[src/hw/rtl/vpcs_pkg.sv]
// shared types, constants and helpers for the cosine similarity block
`default_nettype none
package vpcs_pkg;

    localparam int ELEM_W    = 16;
    localparam int PROD_W    = 32;
    localparam int SUM_W     = 48;
    localparam int SIM_W     = 16;
    localparam int ROOT_W    = 24;
    localparam int NUM_W     = 64;
    localparam int QUOT_W    = 16;
    localparam int FRAC_BITS = 14;
    localparam int CFG_W     = 16;
    localparam int QUEUE_DEPTH = 4;
    localparam int QPTR_W    = 2;
    localparam int QCNT_W    = 3;

    localparam logic [QUOT_W-1:0] SIM_ONE = QUOT_W'(16384);
    localparam logic REG_MIN_DENOM = 1'b0;

    typedef struct packed {
        logic signed [PROD_W-1:0] product;
        logic                     last;
        logic signed [SUM_W-1:0]  dot;
        logic signed [SUM_W-1:0]  norm_a;
        logic signed [SUM_W-1:0]  norm_b;
    } vpcs_entry_t;

    function automatic logic signed [SUM_W-1:0] sat_add(
        input logic signed [SUM_W-1:0]  s,
        input logic signed [PROD_W-1:0] x
    );
        logic signed [SUM_W:0] r;
        r = (SUM_W+1)'(s) + (SUM_W+1)'(x);
        if (r[SUM_W] != r[SUM_W-1])
            sat_add = r[SUM_W] ? {1'b1, {(SUM_W-1){1'b0}}} : {1'b0, {(SUM_W-1){1'b1}}};
        else
            sat_add = r[SUM_W-1:0];
    endfunction

endpackage
`default_nettype wire

[src/hw/rtl/vpcs_front.sv]
// front end: takes element pairs, forms products and keeps the running sums
`default_nettype none
module vpcs_front (
    input  wire logic                          clk,
    input  wire logic                          rst_n,
    input  wire logic                          in_valid,
    output logic                               in_stall,
    input  wire logic signed [vpcs_pkg::ELEM_W-1:0] elem_a,
    input  wire logic signed [vpcs_pkg::ELEM_W-1:0] elem_b,
    input  wire logic                          last_elem,
    input  wire logic                          q_full,
    output logic                               push,
    output vpcs_pkg::vpcs_entry_t              push_entry
);
    import vpcs_pkg::*;

    logic signed [SUM_W-1:0]  dot_reg, norm_a_reg, norm_b_reg;
    logic signed [SUM_W-1:0]  dot_next, norm_a_next, norm_b_next;
    logic signed [PROD_W-1:0] p_ab, p_aa, p_bb;

    assign in_stall = q_full;
    assign push     = in_valid && !q_full;

    always_comb
    begin
        p_ab = PROD_W'(elem_a) * PROD_W'(elem_b);
        p_aa = PROD_W'(elem_a) * PROD_W'(elem_a);
        p_bb = PROD_W'(elem_b) * PROD_W'(elem_b);
        dot_next    = sat_add(dot_reg, p_ab);
        norm_a_next = sat_add(norm_a_reg, p_aa);
        norm_b_next = sat_add(norm_b_reg, p_bb);
        push_entry.product = p_ab;
        push_entry.last    = last_elem;
        push_entry.dot     = dot_next;
        push_entry.norm_a  = norm_a_next;
        push_entry.norm_b  = norm_b_next;
    end

    always_ff @(posedge clk or negedge rst_n)
    begin
        if (!rst_n)
        begin
            dot_reg    <= '0;
            norm_a_reg <= '0;
            norm_b_reg <= '0;
        end
        else if (push)
        begin
            dot_reg    <= last_elem ? '0 : dot_next;
            norm_a_reg <= last_elem ? '0 : norm_a_next;
            norm_b_reg <= last_elem ? '0 : norm_b_next;
        end
    end

endmodule
`default_nettype wire

[config.mk]
export PLATFORM = sky130hd
export DESIGN_NAME = vpcs_front
export DESIGN_NICKNAME = d
export VERILOG_FILES = /design/src/hw/rtl/vpcs_pkg.sv /design/src/hw/rtl/vpcs_front.sv
export SDC_FILE = /design/constraint.sdc
export NUM_CORES = 2
export LEC_CHECK = 0
export BUFFER_PORTS_ARGS = -buffer_cell sky130_fd_sc_hd__buf_2
export CELL_PAD_IN_SITES_DETAIL_PLACEMENT = 1
export CELL_PAD_IN_SITES_GLOBAL_PLACEMENT = 1
export CORE_UTILIZATION = 55
export CTS_BUF_LIST = sky130_fd_sc_hd__clkbuf_4 sky130_fd_sc_hd__clkbuf_8
export DETAILED_ROUTE_END_ITERATION = 16
export PLACE_DENSITY_LB_ADDON = 0.1
export SLEW_MARGIN = 15
export SYNTH_ARGS = -nofsm -noshare
export SYNTH_HDL_FRONTEND = slang
export SYNTH_SLANG_ARGS = --single-unit
[constraint.sdc]
create_clock -name clk -period 28.7 [get_ports clk]
set_input_delay 2.87 -clock clk [delete_from_list [all_inputs] [get_ports clk]]
set_output_delay 2.87 -clock clk [all_outputs]
set_load 0.01 [all_outputs]
# Yosys cells after proc, flatten, opt, wreduce, memory -nomap -nowiden
# Index checks and enable logic that the tools add are counted.
# classes
n_eq_ne	3
n_reduce_logical	2
n_mux	9
addsub	3
n_mul	3
# op_table
cell	count
$mux 48	9
$add 48x32->49	3
$mul 16x16->32	3
$ne 1x1->1	3
$logic_and 1x1->1	1
$logic_not 1->1	1
# word_totals
register_bits	144
input_bits	37
word_cells	23
output_inout_bits	179

# Logic depth before layout (Yosys ltp)
# depth
ltp_word	5
ltp_mapped	39
mapped_depth_nobuf	36

# Worst setup path before layout
# No wires, ideal clock.
# synth_path
kind	input to output
startpoint	input port elem_a[10] in the netlist's numbering
endpoint	output port push_entry[103] in the netlist's numbering
arrival_time_ns	12.208
t_required_ns	25.830
cell_stages	32
path_slack_ns	13.622
path_buffers	4
path_cell_list	clkbuf_1 -> clkbuf_1 -> nand2_1 -> fa_1 -> fa_1 -> fa_1 -> fa_1 -> inv_1 -> fa_1 -> fa_1 -> ha_1 -> and3_1 -> a221o_1 -> a221oi_1 -> o31ai_1 -> a31oi_1 -> o211ai_1 -> a31oi_1 -> o21ai_0 -> xnor2_1 -> ha_1 -> nand3_1 -> nor2_1 -> nand3_1 -> o211a_1 -> o21ai_1 -> nand3_1 -> o31ai_1 -> clkbuf_1 -> nor2_1 -> clkbuf_1 -> o21ai_0
# synth_rtl
item	line	source
start, declared	vpcs_front.sv:8	input wire logic signed [vpcs_pkg::ELEM_W-1:0] elem_a,
end, declared	vpcs_front.sv:13	output vpcs_pkg::vpcs_entry_t push_entry

==> impl.org <==
** Worst setup path
- At the worst endpoint, the arrival time is between 10 and 15 ns.
- At the worst endpoint, the required time is 25.83 ns.
- Largest stage delay on the critical path :: 0.75 ns
- The slowest stage of the critical path is the sky130_fd_sc_hd__nor2_1 cell.
- STA classifies the critical path startpoint as an input pin.
- Critical Setup Path Class :: in -> out
- Critical Path Most Common Cell :: sky130_fd_sc_hd__fa_1
- Endpoint class of the critical path :: output port
- In this run the worst path has a maximum fanout of 37.

** Clock tree
- In this run the post-CTS setup repair buffer count came out at 0.
- Root Buffer :: sky130_fd_sc_hd__clkbuf_8
- # resized after CTS :: 0
- The H-tree was split into 4 levels.
- The tree built by TritonCTS fans out to 144 sinks.
- Hold repair after CTS inserted 0 buffers.
- CTS tree :: built
- Clock transition time at the flip-flop clock pins of the worst setup and hold paths :: 0.10 ns
- The clock reaches the later pin of the worst-skew pair after around 0.59 ns.
- Num CTS Buffers :: 17
- Clock tree buffer depth :: 2

** STA
- Between clock sinks in the finished design, the worst skew comes to 0.0344 ns.
- Final Cycle Share :: 0.568
- For the finished layout, the period the worst path requires is around 16 ns.
- For the pin with the worst max-slew slack, the measured transition is 1.11 ns.
- Fin Setup TNS :: 0 ns
- Final hold violation count :: 0
- Static timing analysis puts the maximum clock frequency at a little over 60 MHz.
- Setup violations remaining at the end of the flow were counted as 0.
- Setup repair after global routing left no endpoint under its margin.
- The number of max-slew violations in the final report is 0.
- Headroom to the max-slew limit came out at 0.256.

** Synth
- Among all flip-flop cells after synthesis, the most frequent one is sky130_fd_sc_hd__dfrtp_1.
- Top cell type's share of synthesized area :: 0.421
- Warnings, synthesis :: 0
- Leading area contributor after synthesis :: sky130_fd_sc_hd__fa_1
- Post-synthesis average cell area :: roughly 9.4 um^2
- Counting flops with an async set or reset pin after synthesis yields a share of 1.00.
- Synthesized net count :: 6,178
- Of the synthesized area, sequential elements account for 0.0803.
- Synthesis inferred 144 register bits.
- Synthesis produced a netlist whose cell count is 4,777.
- Counting flops with a built-in enable in the synthesized netlist gives 0.
- Yosys attributes the largest share of cell area to sky130_fd_sc_hd__fa_1, sky130_fd_sc_hd__ha_1, sky130_fd_sc_hd__inv_1.
- Post-Synthesis Cell Area :: 44,900 um^2
- Distinct cell type count of the synthesized netlist :: 88

** Worst hold path
- Path class of the lowest-slack min-delay path :: reg -> reg

** Job
- Number of max-cap violations :: 0

** Status
- Result of the run :: complete, but fails checks
- The final reports fail on DRC.

** Drt
- For this run, the detailed router's first-pass iteration total came to 11.
- Detail-routed net length per standard cell :: 22.4 um
- The detail route stage leaves a number of antenna-violating nets equal to 0.
- Dividing the detail-routed via count by the number of cells gives 5.75.
- Count of vias placed by the detailed router :: ~34,000
- Number of design-rule violations left by the first detailed-router iteration :: slightly below 2,000
- After detailed routing, the total wire length is 133,000 um.
- For this run, design rule violations remaining after detail routing come to 6.

** Floorplanning
- For this configuration, the core starts out at a cell density of 0.556.
- Core area :: 80,700 um^2
- The die is 288 um tall.
- Row generation in the floorplan step produced 104 rows.
- Width of the die :: around 290 um
- The floorplan step defined a die boundary enclosing approximately 83,000 um^2.
- Pin placement for this block handled 216 I/O pins.

** GRT
- Global-route track usage on met1 :: 0.441
- The via count of the first global-routing pass came to 38,849.
- For this run, global-route usage on met3 was measured as 0.0354.
- Initial antenna violation count :: 5
- For this run the aggregate overflow at the end of global routing stands at 0.
- Met2 usage in global routing :: 0.589
- The first global-routing pass estimated ~210,000 um of wire.
- The layer flagged by global routing as most heavily used is met2.
- In the global route stage, overall resource usage came out at 0.335.
- Largest net degree at the start of global routing :: 83

** Placement
- DP Area :: between 40,000 and 50,000 um^2
- Buffers placed on the I/O ports in this run total roughly 220.
- Routability congestion estimate from global placement :: 0.905
- Detailed placement finished with a half-perimeter wire length of 109,000 um.
- Placed instance count :: 5,899

** Cells and area
- Area Growth Syn to Fin :: 5.37%
- Share of layout cells above drive strength 1 :: 0.0708
- Final standard cell area without fillers :: 47,300 um^2
- Leaving out fill and tap cells, the most frequent cell in the layout is sky130_fd_sc_hd__inv_1.
- For this run, the number of standard cells in the final layout without fillers is 5,931.
- After the last flow step, the layout net total stands at 6,259.
- The top cell types in the final layout, fill and taps aside, are sky130_fd_sc_hd__inv_1, sky130_fd_sc_hd__fa_1, sky130_fd_sc_hd__nand2_1.
routing by layer:
metal	share of wire	wire length [um]	vias up
met4	0.026	3400	6
met5	0.00025	33	-
met2	0.52	68800	781
met1	0.42	55200	18012
met3	0.040	5290	178
li1	-	-	15126
final timing paths:
| check | start | to | slack (ns) | depth (start not counted) |
|---|---|---|---|---|
| max in group asynchronous | rst_n | dot_reg[5] | 25.31 | 2 |
| min in group asynchronous | rst_n | norm_b_reg[15] | 2.17 | 1 |
| min reg2reg | dot_reg[22] | dot_reg[22] | 0.50 | 2 |
| max | elem_a[7] | push_entry[138] | 12.41 | 35 |
| min | dot_reg[22] | dot_reg[22] | 0.50 | 2 |
| max reg2reg | norm_a_reg[15] | norm_a_reg[7] | 20.73 | 20 |
area by class of cell:
type                    count  area [um^2]
fillers                  9284        33400
clock buffers              18          241
flip-flops and latches    144         3600
inverters                1038         3900
well taps                1060         1330
diodes                      1         2.50
clock inverters            13          151
repair buffers            265         1460
multi-input cells        3392        36600
worst max-delay path: cells and delay by family:
kind | cells | cell delay [ns]
compound gates | 15 | 3.72
xor+xnor | 1 | 0.16
fa+ha+maj | 8 | 3.68
buf+inv | 8 | 1.70
simple gates | 3 | 1.24
cells in the mapped netlist (21+ instances only):
cell type and number:
sky130_fd_sc_hd__nor2b_1 21, sky130_fd_sc_hd__maj3_1 93, sky130_fd_sc_hd__o21ai_0 131, sky130_fd_sc_hd__nand2_1 437, sky130_fd_sc_hd__nand2b_1 30, sky130_fd_sc_hd__dfrtp_1 144
sky130_fd_sc_hd__a21oi_1 177, sky130_fd_sc_hd__nand3_1 41, sky130_fd_sc_hd__inv_1 1035, sky130_fd_sc_hd__nor2_1 198, sky130_fd_sc_hd__o211ai_1 27, sky130_fd_sc_hd__xnor2_1 121
sky130_fd_sc_hd__a21o_1 90, sky130_fd_sc_hd__and3_1 21, sky130_fd_sc_hd__o21bai_1 26, sky130_fd_sc_hd__xor2_1 56, sky130_fd_sc_hd__and2_1 209, sky130_fd_sc_hd__ha_1 419
sky130_fd_sc_hd__clkbuf_1 173, sky130_fd_sc_hd__fa_1 945, sky130_fd_sc_hd__a221o_1 81
metrics by stage:
| step | util | hold slack, ns | setup slack (ns) |
|---|---|---|---|
| after global routing | 0.586 | 0.522 | 11.76 |
| final | 0.586 | 0.502 | 12.41 |
| after floorplan | - | 0.445 | 13.62 |
| after global placement | 0.581 | 0.472 | 12.70 |
| after detailed placement | 0.581 | 0.482 | 12.46 |
| after CTS | 0.586 | 0.507 | 12.44 |
cells by family (layout without fill, tap and decap cells):
kind of cell / after synthesis / after routing / share of synthesized area
muxes: 4 / 4 / 0.000948
adders and majority gates: 1457 / 1457 / 0.559
AOI/OAI and AO/OA: 704 / 704 / 0.109
and+or+nand+nor: 1049 / 1049 / 0.110
other: 0 / 1 / 0
buffers and inverters: 1241 / 1334 / 0.105
DFF: 144 / 144 / 0.0803
xor gates and xnor gates: 178 / 178 / 0.0349
Power is not shown: default switching activity piles up to over one toggle a cycle in this logic, so the estimate is an artifact.
