[config.mk]
export PLATFORM = sky130hd
export DESIGN_NAME = vpcs_queue
export DESIGN_NICKNAME = d
export VERILOG_FILES = /design/src/hw/rtl/vpcs_pkg.sv /design/src/hw/rtl/vpcs_queue.sv
export SDC_FILE = /design/constraint.sdc
export NUM_CORES = 1
export LEC_CHECK = 0
export BUFFER_PORTS_ARGS = -buffer_cell sky130_fd_sc_hd__clkbuf_2
export CORE_MARGIN = 2
export CORE_UTILIZATION = 37
export DETAILED_ROUTE_END_ITERATION = 6
export SKIP_CTS_REPAIR_TIMING = 1
export SLEW_MARGIN = 20
export SYNTH_ARGS = -nofsm -noshare
export SYNTH_HDL_FRONTEND = slang
export SYNTH_SLANG_ARGS = --single-unit
[constraint.sdc]
create_clock -name clk -period 7.25 [get_ports clk]
set_input_delay 0.725 -clock clk [delete_from_list [all_inputs] [get_ports clk]]
set_output_delay 0.725 -clock clk [all_outputs]
set_load 0.02 [all_outputs]
[src/hw/rtl/vpcs_pkg.sv]
// shared types, constants and helpers for the cosine similarity block
`default_nettype none
package vpcs_pkg;

    localparam int ELEM_W    = 16;
    localparam int PROD_W    = 32;
    localparam int SUM_W     = 48;
    localparam int SIM_W     = 16;
    localparam int ROOT_W    = 24;
    localparam int NUM_W     = 64;
    localparam int QUOT_W    = 16;
    localparam int FRAC_BITS = 14;
    localparam int CFG_W     = 16;
    localparam int QUEUE_DEPTH = 4;
    localparam int QPTR_W    = 2;
    localparam int QCNT_W    = 3;

    localparam logic [QUOT_W-1:0] SIM_ONE = QUOT_W'(16384);
    localparam logic REG_MIN_DENOM = 1'b0;

    typedef struct packed {
        logic signed [PROD_W-1:0] product;
        logic                     last;
        logic signed [SUM_W-1:0]  dot;
        logic signed [SUM_W-1:0]  norm_a;
        logic signed [SUM_W-1:0]  norm_b;
    } vpcs_entry_t;

    function automatic logic signed [SUM_W-1:0] sat_add(
        input logic signed [SUM_W-1:0]  s,
        input logic signed [PROD_W-1:0] x
    );
        logic signed [SUM_W:0] r;
        r = (SUM_W+1)'(s) + (SUM_W+1)'(x);
        if (r[SUM_W] != r[SUM_W-1])
            sat_add = r[SUM_W] ? {1'b1, {(SUM_W-1){1'b0}}} : {1'b0, {(SUM_W-1){1'b1}}};
        else
            sat_add = r[SUM_W-1:0];
    endfunction

endpackage
`default_nettype wire

[src/hw/rtl/vpcs_queue.sv]
// short queue between front and back end
`default_nettype none
module vpcs_queue (
    input  wire logic                  clk,
    input  wire logic                  rst_n,
    input  wire logic                  push,
    input  wire vpcs_pkg::vpcs_entry_t push_entry,
    input  wire logic                  pop,
    output vpcs_pkg::vpcs_entry_t      head,
    output logic                       empty,
    output logic                       full
);
    import vpcs_pkg::*;

    vpcs_entry_t         mem_reg [QUEUE_DEPTH];
    logic [QPTR_W-1:0]   wr_reg, rd_reg;
    logic [QCNT_W-1:0]   cnt_reg;

    assign empty = (cnt_reg == '0);
    assign full  = (cnt_reg == QCNT_W'(QUEUE_DEPTH));
    assign head  = mem_reg[rd_reg];

    always_ff @(posedge clk)
    begin
        if (push)
            mem_reg[wr_reg] <= push_entry;
    end

    always_ff @(posedge clk or negedge rst_n)
    begin
        if (!rst_n)
        begin
            wr_reg  <= '0;
            rd_reg  <= '0;
            cnt_reg <= '0;
        end
        else
        begin
            if (push)
                wr_reg <= wr_reg + 1'b1;
            if (pop)
                rd_reg <= rd_reg + 1'b1;
            if (push && !pop)
                cnt_reg <= cnt_reg + 1'b1;
            else if (pop && !push)
                cnt_reg <= cnt_reg - 1'b1;
        end
    end

endmodule
`default_nettype wire

Yosys cells after proc, flatten, opt, wreduce, memory -nomap -nowiden
Memory sizes are Yosys's and may differ from the RTL's.
Index checks and enable logic that the tools add are counted.
{ "op_classes": {"add_sub_neg": 4, "n_eq_ne": 1, "muxes": 4, "reduce_logical": 6} }
{ "op_table": {"columns": ["operator", "count"], "rows": [
  ["$mux 3", 2],
  ["$add 2x1->2 const B", 2],
  ["$add 3x1->3 const B", 1],
  ["$eq 3x3->1 const B", 1],
  ["$logic_not 3->1", 1],
  ["$sub 3x1->3 const B", 1],
  ["$logic_and 1x1->1", 2],
  ["$logic_not 1->1", 2],
  ["$mux 1", 2],
  ["$reduce_bool 2->1", 1]
]} }
{ "word_totals": {"reg_bits": 7, "mem_bits_rw": 708, "inputBits": 181, "out_inout_bits": 179, "word_cells": 19, "n_memories": 1} }
{ "memory_table": {"columns": ["memory", "words", "word_bits", "rd", "rd_ports_with_merged_regs", "wr", "line", "rtl"], "rows": [
  ["mem_reg", 4, 177, 1, 0, 1, "vpcs_queue.sv:15", "vpcs_entry_t mem_reg [QUEUE_DEPTH];"]
]} }

Longest topological paths before layout
Gate-level depths: netlist (run 1).
{ "logic_depth": {"depth_word": 4, "depth_mapped": 7, "ltp_nobuf": 7} }

Least setup slack after synthesis (run 1)
OpenSTA, ideal clock, no wires.
{ "synth_timing": {"path_type": "input port to flip-flop", "start": "in push", "end": "mem mem_reg[1][0] (netlist name), enable pin", "setup_ns": 0.558, "arrival_time_ns": 4.750, "t_required_ns": 6.692, "path_slack_ns": 1.942, "cell_stages": 1, "n_path_buf": 0, "cell_sequence": "and2_1"} }
{ "synth_between": {"elab_chain_len": 2} }
{ "synth_rtl": {"columns": ["item", "line", "rtl"], "rows": [
  ["start: declaration", "vpcs_queue.sv:6", "input wire logic push,"],
  ["$mux 1", "vpcs_queue.sv:25", "if (push)"],
  ["$mux 1 (not written as such)", "vpcs_queue.sv:26", "mem_reg[wr_reg] <= push_entry;"],
  ["end: declaration", "vpcs_queue.sv:15", null]
]} }
Every way passes these cells.

==> results of run 1 <==
worst max-delay path: stages, from the launching register on:
cell	delay (ns)
dfrtp_4	1.06
buf_12	0.54
mux4_2	0.60
clkbuf_2	0.20
per-stage QoR:
step	total power [W]	util	instance area (sq um)
final	0.0135	0.450	31300
after global routing	0.0142	0.450	31300
after CTS	0.0138	0.450	31300
after detailed placement	0.00987	0.413	28800
after global placement	0.00983	0.413	28800
after floorplan	0.00861	-	25900
cell usage after synthesis (all sizes together):
library cell	count	area, sq um
edfxtp	708	21300
mux4	177	3990
buf	34	258
dfrtp	7	175
clkbuf	6	22.5
ha	5	62.6
and2	4	25.0
inv	4	15.0
xor2	4	35.0
nand2	2	7.51
xnor2	2	17.5
fa	1	20.0
mux2	1	11.3
nor2	1	3.75
nor3	1	5.00
nor3b	1	7.51
o21ai	1	5.00
metal layers:
| metal | vias up | global-route usage |
|---|---|---|
| li1 | 5018 | - |
| met1 | 6091 | 0.178 |
| met2 | 325 | 0.230 |
| met3 | 88 | 0.0537 |
| met4 | 10 | 0.0452 |
| met5 | - | 0 |
how the worst max path moves through the flow:
stage	to	slack, ns	cells past startpoint
floorplan	mem_reg[1][0]	1.94	1
global placement	head[77]	3.93	3
detailed placement	head[77]	3.93	3
CTS	head[77]	3.24	3
global route	head[77]	3.10	3
finish	head[85]	3.38	3
kinds of logic (layout without fill, tap and decap cells):
logic type,Yosys count,in the layout,share of synthesized area
xor gates and xnor gates,6,6,0.00203
AOI/OAI and AO/OA,1,1,0.000193
buffers and inverters,44,513,0.0114
muxes,178,178,0.154
and+or+nand+nor,9,9,0.00188
adders and majority gates,6,6,0.00319
DFF,715,715,0.827
other,0,3,0
final cells by class:
class | instances | area (sq um) | share of cell area
clock buffer | 91 | 2020 | 0.0645
sequential | 715 | 21400 | 0.684
inverter | 4 | 15.0 | 0.000479
tap | 940 | 1180 | 0.0375
timing repair buffer | 372 | 1970 | 0.0629
antenna | 3 | 7.51 | 0.000240
multi-input combinational | 200 | 4200 | 0.134
clock inverter | 46 | 504 | 0.0161
where the power goes:
group / leakage (nW) / total, W / switching [W] / internal, W
registers: 6.58 / 0.00569 / 0.000284 / 0.00541
logic: 2.82 / 0.00396 / 0.00241 / 0.00156
clock network: 1.24 / 0.00387 / 0.00157 / 0.00230
total: 10.6 / 0.0135 / 0.00426 / 0.00926
==> reports/summary.txt, run 1 <==
Crit. End Element: primary output
Core Rows: 97
Metal3 WL: 4670 um
Initial antenna violation count: 8
Peak Freq: 258 MHz
Clk_skew: 0.0126 ns
CTS tree: done
CP Launch Type: flip-flop
GRT Resource Usage Total: 0.143
Post-Place Cells: 2230
Die W: 269 um
Worst Tran Pin Value: 0.992 ns
Core ar.: 69700 sq um
Fin crit period: 3.87 ns
Clock slew at reported path FFs: 0.06 ns
Overflow after GRT: 0
Worst setup margin: 3.38 ns
Routed via count: 11532
Commonest non-fill, non-tap cells in the layout: 708 x edfxtp_1, 359 x clkbuf_2, 177 x mux4_2, 79 x clkbuf_16, 14 x clkinv_2
Hold depth: 1
Most common cell after layout, fill and taps aside: edfxtp_1
Worst Hold Class: in2reg
Yosys cell types: 18
Clock Latency Late Sink: 0.60 ns
Wire length on met2: 24800 um
Setup slack, reg-to-reg: 4.71 ns
IO buf count: 359
H-Tree Depth: 3
RSZ-0062 raised after global routing: no
Drt pass-1 iters: 5
Maxcap violations: 0
RePlAce Congestion: 0.698
Reg-to-reg startpoint: wr_reg[0]
Root Buffer: clkbuf_16
Violation count after the first detailed-route iteration: 626
Fin Hold WS: 0.326 ns
Hold path start: push_entry[107]
R2R cell count: 4
Ys Warns: 0
VDD IR max: 0.318 mV
Post-Route M1 WL: 21100 um
# IOs: 360
Mapped Area: 25900 sq um
Starting density of the core: 0.372
Relative slew slack: 0.338
Fillers: 5957
Post-Syn Instances: 959
Worst EP required: 6.52 ns
Launch point of the worst path: rd_reg[0]
CP max FO: 69
Layout cells sized above 1: 0.467
Number of global-route vias before repair: 12340
Max reg flops: 708
Critical Path AT: 3.15 ns
Die Y: 269 um
R2r endpoint: mem_reg[0][138]
WS Path Type: reg2out
Seq/Total Area, Yosys: 0.827
Synth Net Count: 1146
Post-DP HPWL: 29500 um
Final net count: 1557
First-pass GRT wire length: 76400 um
Full die area: 72200 sq um
Status: finished clean
Final Max Slew Viols: 0
FF+latch count, synth: 715
Clk sink count: 715
Mapped Avg Cell Area: 27.0 sq um
Pre-CTS WS: 3.93 ns
Area delta synth->final: 20.9%
Sum Neg Setup Slack: 0 ns
Final Instance Count excl. Fillers: 2371
Vias per cell: 4.86
ANT nets after route: 0
Fin crit share: 0.534
Worst Hold End: mem_reg[0][107]
DR top layer: met5
Final hold vios: 0
DRC viols: 0
PwrDens: 431 nW/um^2
Total CTS buffers: 77
WL/cell: 21.8 um
Max Root-Sink Buffers: 3
Leakage: 10.6 nW
Finish-stage setup viols: 0
Drt total wl: 51700 um
Largest net degree at the start of global routing: 135
(Power assumes the default switching activity.)
==> run 2, diff against run 1 <==
==> constraint.sdc (replaced) <==
create_clock -name clk -period 3.6 [get_ports clk]
set_input_delay 0.36 -clock clk [delete_from_list [all_inputs] [get_ports clk]]
set_output_delay 0.36 -clock clk [all_outputs]
set_load 0.02 [all_outputs]
==> run 2 against run 1 <==
Compared with the run above: sequential share of layout area shrank 3.9 points; die area is the same; register-to-register slack lost 3.3 ns; combinational power grew 120%; power grew 100%; first-iteration DRC count grew 18%; flip-flop and latch count is the same; routed wire length grew 4.8%; highest routed layer unchanged.
==> reports/summary.txt, run 2 (same netlist as run 1, synthesis figures left out) <==
# IOs: 360 (unchanged)
Clock Latency Late Sink: 0.59 ns (was 0.60 ns)
Total power: 0.0273 W (was 0.0135 W)
Maxcap violations: 0 (unchanged)
Overflow after GRT: 0 (unchanged)
Violation count after the first detailed-route iteration: 740 (was 626)
Die Y: 269 um (unchanged)
Finish-stage setup viols: 0 (unchanged)
Fin Hold WS: 0.00467 ns (was 0.326 ns)
Routed via count: 12262 (was 11532)
CTS tree: done (unchanged)
PwrDens: 821 nW/um^2 (was 431 nW/um^2)
Multi-input logic area: 4200 sq um (unchanged)
Drt pass-1 iters: 7 (was 5)
WS Path Type: reg2out (unchanged)
CP Launch Type: flip-flop (unchanged)
Starting density of the core: 0.372 (unchanged)
RSZ-0062 raised after global routing: no (unchanged)
Layout cells sized above 1: 0.420 (was 0.467)
Post-DP HPWL: 32700 um (was 29500 um)
Root Buffer: clkbuf_16 (unchanged)
Drt total wl: 54100 um (was 51700 um)
R2R cell count: 4 (unchanged)
Fillers: 5737 (was 5957)
Initial antenna violation count: 5 (was 8)
WL/cell: 21.1 um (was 21.8 um)
Clk sink count: 715 (unchanged)
Area delta synth->final: 28.2% (was 20.9%)
Status: finished clean (unchanged)
H-Tree Depth: 3 (unchanged)
Final core occ: 0.477 (was 0.450)
Die W: 269 um (unchanged)
Worst Hold Class: in2reg (unchanged)
Clock slew at reported path FFs: 0.06 ns (about the same)
CP max FO: 52 (was 69)
Total area of sequential cells: 21400 sq um (unchanged)
Peak Freq: 343 MHz
DRC viols: 0 (unchanged)
IO buf count: 359 (unchanged)
Commonest non-fill, non-tap cells in the layout: 708 x edfxtp_1, 359 x clkbuf_2, 177 x mux4_2, 175 x dlygate4sd3_1, 77 x clkbuf_16 (was 708 x edfxtp_1, 359 x clkbuf_2, 177 x mux4_2, 79 x clkbuf_16, 14 x clkinv_2)
Final Max Slew Viols: 0 (unchanged)
Hold depth: 1 (unchanged)
Largest net degree at the start of global routing: 65 (was 135)
Core ar.: 69700 sq um (unchanged)
Max reg flops: 708 (unchanged)
Most common cell after layout, fill and taps aside: edfxtp_1 (unchanged)
First-pass GRT wire length: 77400 um (was 76400 um)
Leakage: 11.4 nW (was 10.6 nW)
Total CTS buffers: 75 (was 77)
GRT Resource Usage Total: 0.145 (was 0.143)
Fin crit share: 0.809
Critical Path AT: 2.55 ns (was 3.15 ns)
Final hold vios: 0 (unchanged)
Final net count: 1753 (was 1557)
RePlAce Congestion: 0.728 (was 0.698)
Clk_skew: 0.0206 ns (was 0.0126 ns)
Core Rows: 97 (unchanged)
Crit. End Element: primary output (unchanged)
Sum Neg Setup Slack: 0 ns (unchanged)
Fin crit period: 2.91 ns
Worst EP required: 3.24 ns (was 6.52 ns)
Full die area: 72200 sq um (unchanged)
Relative slew slack: 0.342 (was 0.338)
VDD IR max: 0.569 mV (was 0.318 mV)
Number of global-route vias before repair: 12386 (was 12340)
ANT nets after route: 0 (unchanged)
Max Root-Sink Buffers: 3 (unchanged)
Worst Tran Pin Value: 0.988 ns (was 0.992 ns)
Vias per cell: 4.77 (was 4.86)
run 2: area by class of cell:
cell class / instances / area share
diodes: 4 / 0.000301
clock buffers: 88 / 0.0592
clock inverters: 48 / 0.0120
inverters: 4 / 0.000452
multi-input cells: 200 / 0.126
flip-flops and latches: 715 / 0.645
well taps: 940 / 0.0354
repair buffers: 570 / 0.121
run 2: report_power, final:
part	switching, W	internal [W]	total (W)
Sequential	0.000473	0.0109	0.0113
Clock	0.00308	0.00428	0.00737
Combinational	0.00511	0.00346	0.00857
run 2: path summary, 6_finish.rpt:
check / end / slack (ns) / startpoint
max in group asynchronous: rd_reg[1] / 3.23 / rst_n
worst min-delay path: mem_reg[2][12] / 0.005 / push_entry[12]
min in group asynchronous: wr_reg[1] / 0.18 / rst_n
worst max register to register: mem_reg[2][138] / 1.42 / wr_reg[0]
worst max-delay path: head[92] / 0.69 / rd_reg[0]
worst min register to register: cnt_reg[2] / 0.51 / cnt_reg[2]
run 2: routing by layer:
metal / global-route usage / share of wire
met1: 0.183 / 0.41
met2: 0.239 / 0.51
met3: 0.0465 / 0.069
met4: 0.0443 / 0.017
met5: 0 / 0.00030
run 2: metrics by stage:
step / std cells / setup slack, ns / instance area [sq um]
2_1_floorplan: 959 / 0.368 / 25900
3_3_place_gp: 2254 / 1.27 / 29100
3_5_place_dp: 2254 / 1.25 / 29100
4_1_cts: 2390 / 0.595 / 31500
5_1_grt: 2569 / 0.521 / 33200
6_report: 2569 / 0.686 / 33200
run 2: worst max-delay path: stages (launching register included):
cell      delay, ns
dfrtp_4        0.68
buf_12         0.36
mux4_2         0.60
clkbuf_2       0.18
