[src/hw/rtl/vpcs_pkg.sv]
// shared types, constants and helpers for the cosine similarity block
`default_nettype none
package vpcs_pkg;

    localparam int ELEM_W    = 16;
    localparam int PROD_W    = 32;
    localparam int SUM_W     = 48;
    localparam int SIM_W     = 16;
    localparam int ROOT_W    = 24;
    localparam int NUM_W     = 64;
    localparam int QUOT_W    = 16;
    localparam int FRAC_BITS = 14;
    localparam int CFG_W     = 16;
    localparam int QUEUE_DEPTH = 4;
    localparam int QPTR_W    = 2;
    localparam int QCNT_W    = 3;

    localparam logic [QUOT_W-1:0] SIM_ONE = QUOT_W'(16384);
    localparam logic REG_MIN_DENOM = 1'b0;

    typedef struct packed {
        logic signed [PROD_W-1:0] product;
        logic                     last;
        logic signed [SUM_W-1:0]  dot;
        logic signed [SUM_W-1:0]  norm_a;
        logic signed [SUM_W-1:0]  norm_b;
    } vpcs_entry_t;

    function automatic logic signed [SUM_W-1:0] sat_add(
        input logic signed [SUM_W-1:0]  s,
        input logic signed [PROD_W-1:0] x
    );
        logic signed [SUM_W:0] r;
        r = (SUM_W+1)'(s) + (SUM_W+1)'(x);
        if (r[SUM_W] != r[SUM_W-1])
            sat_add = r[SUM_W] ? {1'b1, {(SUM_W-1){1'b0}}} : {1'b0, {(SUM_W-1){1'b1}}};
        else
            sat_add = r[SUM_W-1:0];
    endfunction

endpackage
`default_nettype wire

[src/hw/rtl/vpcs_back.sv]
// back end: square roots, denominator and divide, output register
`default_nettype none
module vpcs_back (
    input  wire logic                         clk,
    input  wire logic                         rst_n,
    input  wire vpcs_pkg::vpcs_entry_t        head,
    input  wire logic                         empty,
    output logic                              pop,
    input  wire logic [vpcs_pkg::CFG_W-1:0]   min_denominator,
    output logic                              out_valid,
    input  wire logic                         out_stall,
    output logic signed [vpcs_pkg::PROD_W-1:0] product,
    output logic signed [vpcs_pkg::SIM_W-1:0]  similarity,
    output logic                              similarity_valid,
    output logic                              last_out
);
    import vpcs_pkg::*;

    typedef enum logic [2:0] {S_IDLE, S_SQRT, S_MUL, S_CHK, S_DIV, S_DONE} state_t;

    state_t              state_reg;
    logic [4:0]          cnt_reg;
    logic [SUM_W-1:0]    na_reg, nb_reg, ra_reg, rb_reg, bit_reg;
    logic [SUM_W-1:0]    na_next, nb_next, ra_next, rb_next;
    logic [SUM_W-1:0]    mag_reg, d_reg;
    logic                neg_reg;
    logic [NUM_W-1:0]    rem_reg, dv_reg, num;
    logic [QUOT_W-1:0]   q_reg, q_sat;
    logic                out_free;

    assign out_free  = !out_valid || !out_stall;
    assign num       = (NUM_W'(mag_reg) << FRAC_BITS) + NUM_W'(d_reg >> 1);
    assign q_sat     = (q_reg > SIM_ONE) ? SIM_ONE : q_reg;

    always_comb
    begin
        na_next = na_reg;
        ra_next = ra_reg >> 1;
        if (na_reg >= ra_reg + bit_reg)
        begin
            na_next = na_reg - (ra_reg + bit_reg);
            ra_next = (ra_reg >> 1) + bit_reg;
        end
        nb_next = nb_reg;
        rb_next = rb_reg >> 1;
        if (nb_reg >= rb_reg + bit_reg)
        begin
            nb_next = nb_reg - (rb_reg + bit_reg);
            rb_next = (rb_reg >> 1) + bit_reg;
        end
    end

    always_comb
    begin
        pop = 1'b0;
        case (state_reg)
            S_IDLE:  pop = !empty && !head.last && out_free;
            S_DONE:  pop = out_free;
            default: pop = 1'b0;
        endcase
    end

    always_ff @(posedge clk or negedge rst_n)
    begin
        if (!rst_n)
        begin
            state_reg        <= S_IDLE;
            out_valid        <= 1'b0;
            cnt_reg          <= '0;
            na_reg           <= '0;
            nb_reg           <= '0;
            ra_reg           <= '0;
            rb_reg           <= '0;
            bit_reg          <= '0;
            mag_reg          <= '0;
            d_reg            <= '0;
            neg_reg          <= 1'b0;
            rem_reg          <= '0;
            dv_reg           <= '0;
            q_reg            <= '0;
            product          <= '0;
            similarity       <= '0;
            similarity_valid <= 1'b0;
            last_out         <= 1'b0;
        end
        else
        begin
            if (pop)
                out_valid <= 1'b1;
            else if (out_valid && !out_stall)
                out_valid <= 1'b0;
            case (state_reg)
                S_IDLE:
                begin
                    if (!empty && !head.last && out_free)
                    begin
                        product          <= head.product;
                        similarity       <= '0;
                        similarity_valid <= 1'b0;
                        last_out         <= 1'b0;
                    end
                    else if (!empty && head.last)
                    begin
                        na_reg    <= head.norm_a[SUM_W-1] ? '0 : head.norm_a;
                        nb_reg    <= head.norm_b[SUM_W-1] ? '0 : head.norm_b;
                        ra_reg    <= '0;
                        rb_reg    <= '0;
                        bit_reg   <= SUM_W'(1) << (SUM_W - 2);
                        neg_reg   <= head.dot[SUM_W-1];
                        mag_reg   <= head.dot[SUM_W-1] ? SUM_W'(-head.dot) : head.dot;
                        cnt_reg   <= '0;
                        state_reg <= S_SQRT;
                    end
                end
                S_SQRT:
                begin
                    na_reg  <= na_next;
                    nb_reg  <= nb_next;
                    ra_reg  <= ra_next;
                    rb_reg  <= rb_next;
                    bit_reg <= bit_reg >> 2;
                    cnt_reg <= cnt_reg + 1'b1;
                    if (cnt_reg == 5'(ROOT_W - 1))
                        state_reg <= S_MUL;
                end
                S_MUL:
                begin
                    d_reg     <= ra_reg[ROOT_W-1:0] * rb_reg[ROOT_W-1:0];
                    state_reg <= S_CHK;
                end
                S_CHK:
                begin
                    if (d_reg == '0 || d_reg < SUM_W'(min_denominator))
                    begin
                        q_reg     <= '0;
                        state_reg <= S_DONE;
                    end
                    else if (num >= (NUM_W'(d_reg) << QUOT_W))
                    begin
                        q_reg     <= SIM_ONE;
                        state_reg <= S_DONE;
                    end
                    else
                    begin
                        rem_reg   <= num;
                        dv_reg    <= NUM_W'(d_reg) << (QUOT_W - 1);
                        q_reg     <= '0;
                        cnt_reg   <= '0;
                        state_reg <= S_DIV;
                    end
                end
                S_DIV:
                begin
                    if (rem_reg >= dv_reg)
                    begin
                        rem_reg <= rem_reg - dv_reg;
                        q_reg   <= {q_reg[QUOT_W-2:0], 1'b1};
                    end
                    else
                        q_reg   <= {q_reg[QUOT_W-2:0], 1'b0};
                    dv_reg  <= dv_reg >> 1;
                    cnt_reg <= cnt_reg + 1'b1;
                    if (cnt_reg == 5'(QUOT_W - 1))
                        state_reg <= S_DONE;
                end
                S_DONE:
                begin
                    if (out_free)
                    begin
                        product          <= head.product;
                        similarity       <= neg_reg ? -SIM_W'(q_sat) : SIM_W'(q_sat);
                        similarity_valid <= 1'b1;
                        last_out         <= 1'b1;
                        state_reg        <= S_IDLE;
                    end
                end
                default: state_reg <= S_IDLE;
            endcase
        end
    end

endmodule
`default_nettype wire

[config.mk]
export PLATFORM = sky130hd
export DESIGN_NAME = vpcs_back
export DESIGN_NICKNAME = d
export VERILOG_FILES = /design/src/hw/rtl/vpcs_pkg.sv /design/src/hw/rtl/vpcs_back.sv
export SDC_FILE = /design/constraint.sdc
export NUM_CORES = 2
export LEC_CHECK = 0
export BUFFER_PORTS_ARGS = -buffer_cell sky130_fd_sc_hd__buf_2
export CORE_MARGIN = 2
export CORE_UTILIZATION = 35
export DETAILED_ROUTE_END_ITERATION = 6
export HOLD_SLACK_MARGIN = 0.06
export PLACE_DENSITY = 0.59
export SLEW_MARGIN = 10
export SYNTH_ARGS = -nofsm -noshare
export SYNTH_HDL_FRONTEND = slang
export SYNTH_SLANG_ARGS = --single-unit
[constraint.sdc]
create_clock -name clk -period 10.9 [get_ports clk]
set_input_delay 1.09 -clock clk [delete_from_list [all_inputs] [get_ports clk]]
set_output_delay 1.09 -clock clk [all_outputs]
set_load 0.01 [all_outputs]
After elaboration in Yosys (flattened, before gate mapping)
Index checks and enable logic that the tools add are counted.
{ "op_classes": {"eq_ne": 18, "order_cmp": 6, "muxes": 58, "shift": 0, "div": 0, "n_bitwise": 1, "reduce_logical": 27, "n_addsub": 11, "multipliers": 1} }
{ "op_table": {"columns": ["cell", "count"], "rows": [
  ["two-way mux 48 bit", 13],
  ["one-hot mux 48 bit (2 select lines)", 5],
  ["two-way mux 64 bit", 5],
  ["one-hot mux 64 bit (2 select lines)", 2],
  ["adder 47 x 48 -> 48 bit", 2],
  ["adder 48 bit", 2],
  [">= comparator 48 bit", 2],
  ["subtractor 48 bit", 2],
  ["two-way mux 47 bit", 2],
  [">= comparator 63 x 64 -> 1 bit", 1],
  [">= comparator 64 bit", 1],
  ["two-way mux 16 bit", 4],
  ["two-way mux 32 bit", 2],
  ["one-hot mux 16 bit (2 select lines)", 2],
  ["one-hot mux 32 bit (2 select lines)", 1],
  ["subtractor 64 bit", 1],
  ["adder 62 x 47 -> 63 bit", 1],
  ["zero test 48 bit", 1],
  ["< comparator 48 x 16 -> 1 bit", 1],
  ["multiplier 24 x 24 -> 48 bit", 1],
  ["negator 48 bit", 1],
  ["two-way mux 15 bit", 2],
  ["!= test 2 bit, second input constant", 11],
  ["two-way mux 5 bit", 4],
  ["24 further kinds", 53]
]} }
{ "totals": {"mem_bits_rw": 0, "register_bits": 539, "latchBits": 0, "memories": 0, "romBits": 0} }

Depth between registers and ports, before layout
{ "depth": {"word_depth": 6, "mapped_depth": 28, "mapped_depth_nobuf": 26} }

Worst setup path before layout
OpenSTA, ideal clock, no wires.
{ "synth_path": {"path_type": "flip-flop to flip-flop", "from": "register rb_reg[3]", "to": "register d_reg[44]", "t_required_ns": 10.767, "stages_incl_launch_ff": 26, "period_less_slack_ns": 7.273, "arrival_time_ns": 7.140, "path_slack_ns": 3.627, "path_buffers": 3, "path_cell_list": "dfrtp_1 -> clkbuf_1 -> buf_1 -> nand2_1 -> fa_1 -> inv_1 -> fa_1 -> inv_1 -> fa_1 -> fa_1 -> inv_1 -> fa_1 -> fa_1 -> fa_1 -> ha_1 -> clkbuf_1 -> a211oi_1 -> nor2_1 -> or4_1 -> a221o_1 -> nor3_1 -> o31a_1 -> o21ai_0 -> a211oi_1 -> xor2_1 -> o21ai_0"} }
{ "synth_via": {"elab_chain_len": 1} }
{ "synth_rtl": {"columns": ["element", "line", "text"], "rows": [
  ["start: declaration", "vpcs_back.sv:23", "logic [SUM_W-1:0] na_reg, nb_reg, ra_reg, rb_reg, bit_reg;"],
  ["start signal: assignment", "vpcs_back.sv:120", "rb_reg <= rb_next;"],
  ["multiplier 24 x 24 -> 48 bit", "vpcs_back.sv:128", "d_reg <= ra_reg[ROOT_W-1:0] * rb_reg[ROOT_W-1:0];"],
  ["end signal: assignment", "vpcs_back.sv:128", null],
  ["end: declaration", "vpcs_back.sv:25", "logic [SUM_W-1:0] mag_reg, d_reg;"]
]} }
Every way passes these cells.
A chain may end at the register's enable or synchronous reset.

Final worst setup path
{ "layout_path": {"from": "register rb_reg[4]", "to": "register d_reg[44]"} }
The elaborated chain is that of the path after synthesis.

==> flow_summary.yaml <==
cells_and_area:
  seqCellArea_um2: 12900
  final_common_cell: "nand2_1"
  nets: 8672
  area_growth_pct: 9.59
  largest_register_ffs: 64
  fill_cells: 17700
  multiInputGateArea_um2: 43700
  post-route-util_pct: 38.5
  final_cell_mix: "nand2_1, inv_1, ha_1, nor2_1, dfrtp_1"
  drive_gt1_share_pct: 7.79
drt:
  drcViolationCount: 0
  first_pass_iters: 6
  avgRoutedWirePerCell_um: 19.1
  drt-initial-drc-count: 4282
  antenna_left: 0
  routed_wl_mm: 187
  num_vias: 53600
  viasPerCell: 5.45
min_path:
  hp-class: "in2async"
logic_synthesis:
  syn_inst: 7464
  synth-xor-area-share_pct: 6.31
  synth_edf_count: 0
  synthArstFlopShare_pct: 100
  synth_mux_area_share_pct: 1.08
  yosys_register_bits: 514
  ys.flop_type: "dfrtp_1"
  synth_top_family_by_area: "adder cells"
  yosysTopAreaCell: "dfrtp_1"
  synth_nets: 8679
  syn_avg_cell_area_um2: 8.16
  synth_compound_area_share_pct: 18.8
  synth.distinct_cells: 84
  yosys_warnings: 0
  syn-cell-area_um2: 60900
  synth.area.top_cells: "dfrtp_1, fa_1, ha_1, nand2_1, inv_1"
  yosys.area_share.adder_pct: 26.9
  yosysTopAreaCellShare_pct: 21.1
  synthSimpleGateAreaFrac_pct: 18.5
  ys_seq_area_share_pct: 21.1
setup_path:
  critPathKind: "reg2reg"
  max_stage_delay_ns: 1.04
  crit_slowest_cell: "dfrtp_1"
  crit_chain: "nand2_1 > fa_1 > inv_1 > fa_1 > inv_1 > fa_1 > fa_1 > inv_1 > fa_1 > fa_1 > fa_1 > ha_1 > a211oi_1 > nor2_1 > or4_1 > a221o_1 > nor3_1 > o31a_1 > o21ai_0 > a211oi_1 > xor2_1 > o21ai_0"
  cp_top_family: "adder cells"
  crit_buf_inv: 3
  start_kind: "flop"
  cp.required_ns: 11.47
  crit_fanout: 28
  end_kind: "flop"
  critPathMostFrequentCell: "fa_1"
  cp_data_arrival_time_ns: 8.70
timing:
  setup_viol: 0
  finalHoldViolCount: 0
  fin_tns_setup_ns: 0
  max_freq_mhz: 123
  slew_headroom_pct: 19.2
  rsz0062_at_grt: "false"
  post-route-period-util_pct: 74.6
  min_period_ns: 8.14
  clock-skew-final_ns: 0.0487
  tightest_slew_ns: 1.21
  drv_slew: 0
run_status:
  status: "complete, no violations"
floorplanning:
  die_w_um: 421
  num_rows: 153
  start_util_pct: 35.1
  dieArea_um2: 177000
  die_h_um: 421
  pin_count: 249
  core_um2: 173000
clock_network:
  cts_setup_buffers: 0
  cts_root_buf: "clkbuf_16"
  cts_inserted_buffers: 73
  clock_latency_ns: 0.71
  clkSinkCount: 514
  clkTransAtPathRegs_ns: 0.07
  cts_buffer_depth: 3
  cts.repair.resized: 0
  ctsHoldBuffers: 0
  cts_tree: "built"
  htree_num_levels: 3
place:
  hpwl_mm: 144
  gp_congestion: 0.945
  io_buffers: 248
grt:
  gr-total-overflow: 0
  grt_antenna_before_repair: 4
  grt_pass1_vias: 52500
  grt_pass1_wl_mm: 297
  track_usage_pct: 20.7
  grt_max_degree: 130
job:
  drv_cap: 0
power:
  peakVddDrop_mv: 0.229
  p_leak_nw: 31.0
  power_density_nw_per_um2: 316
layer usage:
| layer | vias up | global-route usage, % | share of wire, % |
|---|---|---|---|
| met4 | 0 | 6.55 | 3.2 |
| met5 | - | 0 | 0 |
| met1 | 26500 | 28.5 | 45 |
| li1 | 25300 | - | - |
| met3 | 288 | 2.34 | 5.2 |
| met2 | 1525 | 34.0 | 47 |
cell families (layout without fill, tap and decap cells):
logic type      after synthesis  after routing
simple gates               2441           2441
compound gates             1810           1810
buf+inv                    1181           1227
fa+ha+maj                  1018           1018
flops                       514            514
xor+xnor                    439            439
mux                          61             61
other cells                   0              2
through the flow:
stage	power (mW)	instance area (µm²)	std cells	hold slack (ns)	setup WS (ns)
2_1_floorplan	14.3	60900	7464	0.445	3.63
3_3_place_gp	18.2	64300	9707	0.464	2.88
3_5_place_dp	18.4	64300	9707	0.467	2.80
4_1_cts	21.1	66800	9835	0.365	2.79
5_1_grt	23.1	66800	9837	0.406	2.23
6_report	21.1	66800	9837	0.388	2.76
power by group:
group	leakage (nW)	switching (mW)	internal, mW
combinational	23.4	9.17	5.60
clock	1.20	1.04	1.51
sequential	6.36	1.10	2.72
total	31.0	11.3	9.83
cell usage after synthesis, drive strengths merged, types with 88 or more instances:
cell	count
dfrtp	514
xor2	228
xnor2	211
a21oi	435
ha	532
a31oi	222
nand2	1000
nand3	174
nand4	88
nor2	523
o21ai	462
fa	486
a21o	156
inv	760
and2	313
clkbuf	373
layout make-up:
type | instances | share of cell area (%)
multi-input cells | 5769 | 65.5
flip-flops and latches | 514 | 19.3
well taps | 2325 | 4.36
inverters | 761 | 4.28
clock buffers | 94 | 2.96
repair buffers | 338 | 2.92
clock inverters | 34 | 0.764
diodes | 2 | 0.00749
path summary, 6_finish.rpt:
path	slack, ns	depth (start not counted)	start	to
max reg2reg	2.76	22	rb_reg[4]	d_reg[44]
min reg2reg	0.47	2	similarity[2]	similarity[2]
max	2.76	22	rb_reg[4]	d_reg[44]
min in group clk	0.47	2	similarity[2]	similarity[2]
min	0.39	1	rst_n	product[19]
max in group asynchronous	8.14	3	rst_n	rem_reg[58]
worst register-to-register path, cell delays in order (launching register included):
cell and delay (ns):
dfrtp_1 1.04, nand2_1 0.19, fa_1 0.55, inv_1 0.05, fa_1 0.48, inv_1 0.06, fa_1 0.51, fa_1 0.52
inv_1 0.05, fa_1 0.56, fa_1 0.43, fa_1 0.46, ha_1 0.39, a211oi_1 0.26, nor2_1 0.10, or4_1 0.40
a221o_1 0.30, nor3_1 0.70, o31a_1 0.31, o21ai_0 0.15, a211oi_1 0.27, xor2_1 0.16, o21ai_0 0.08
Power figures use the tool's default switching activity.
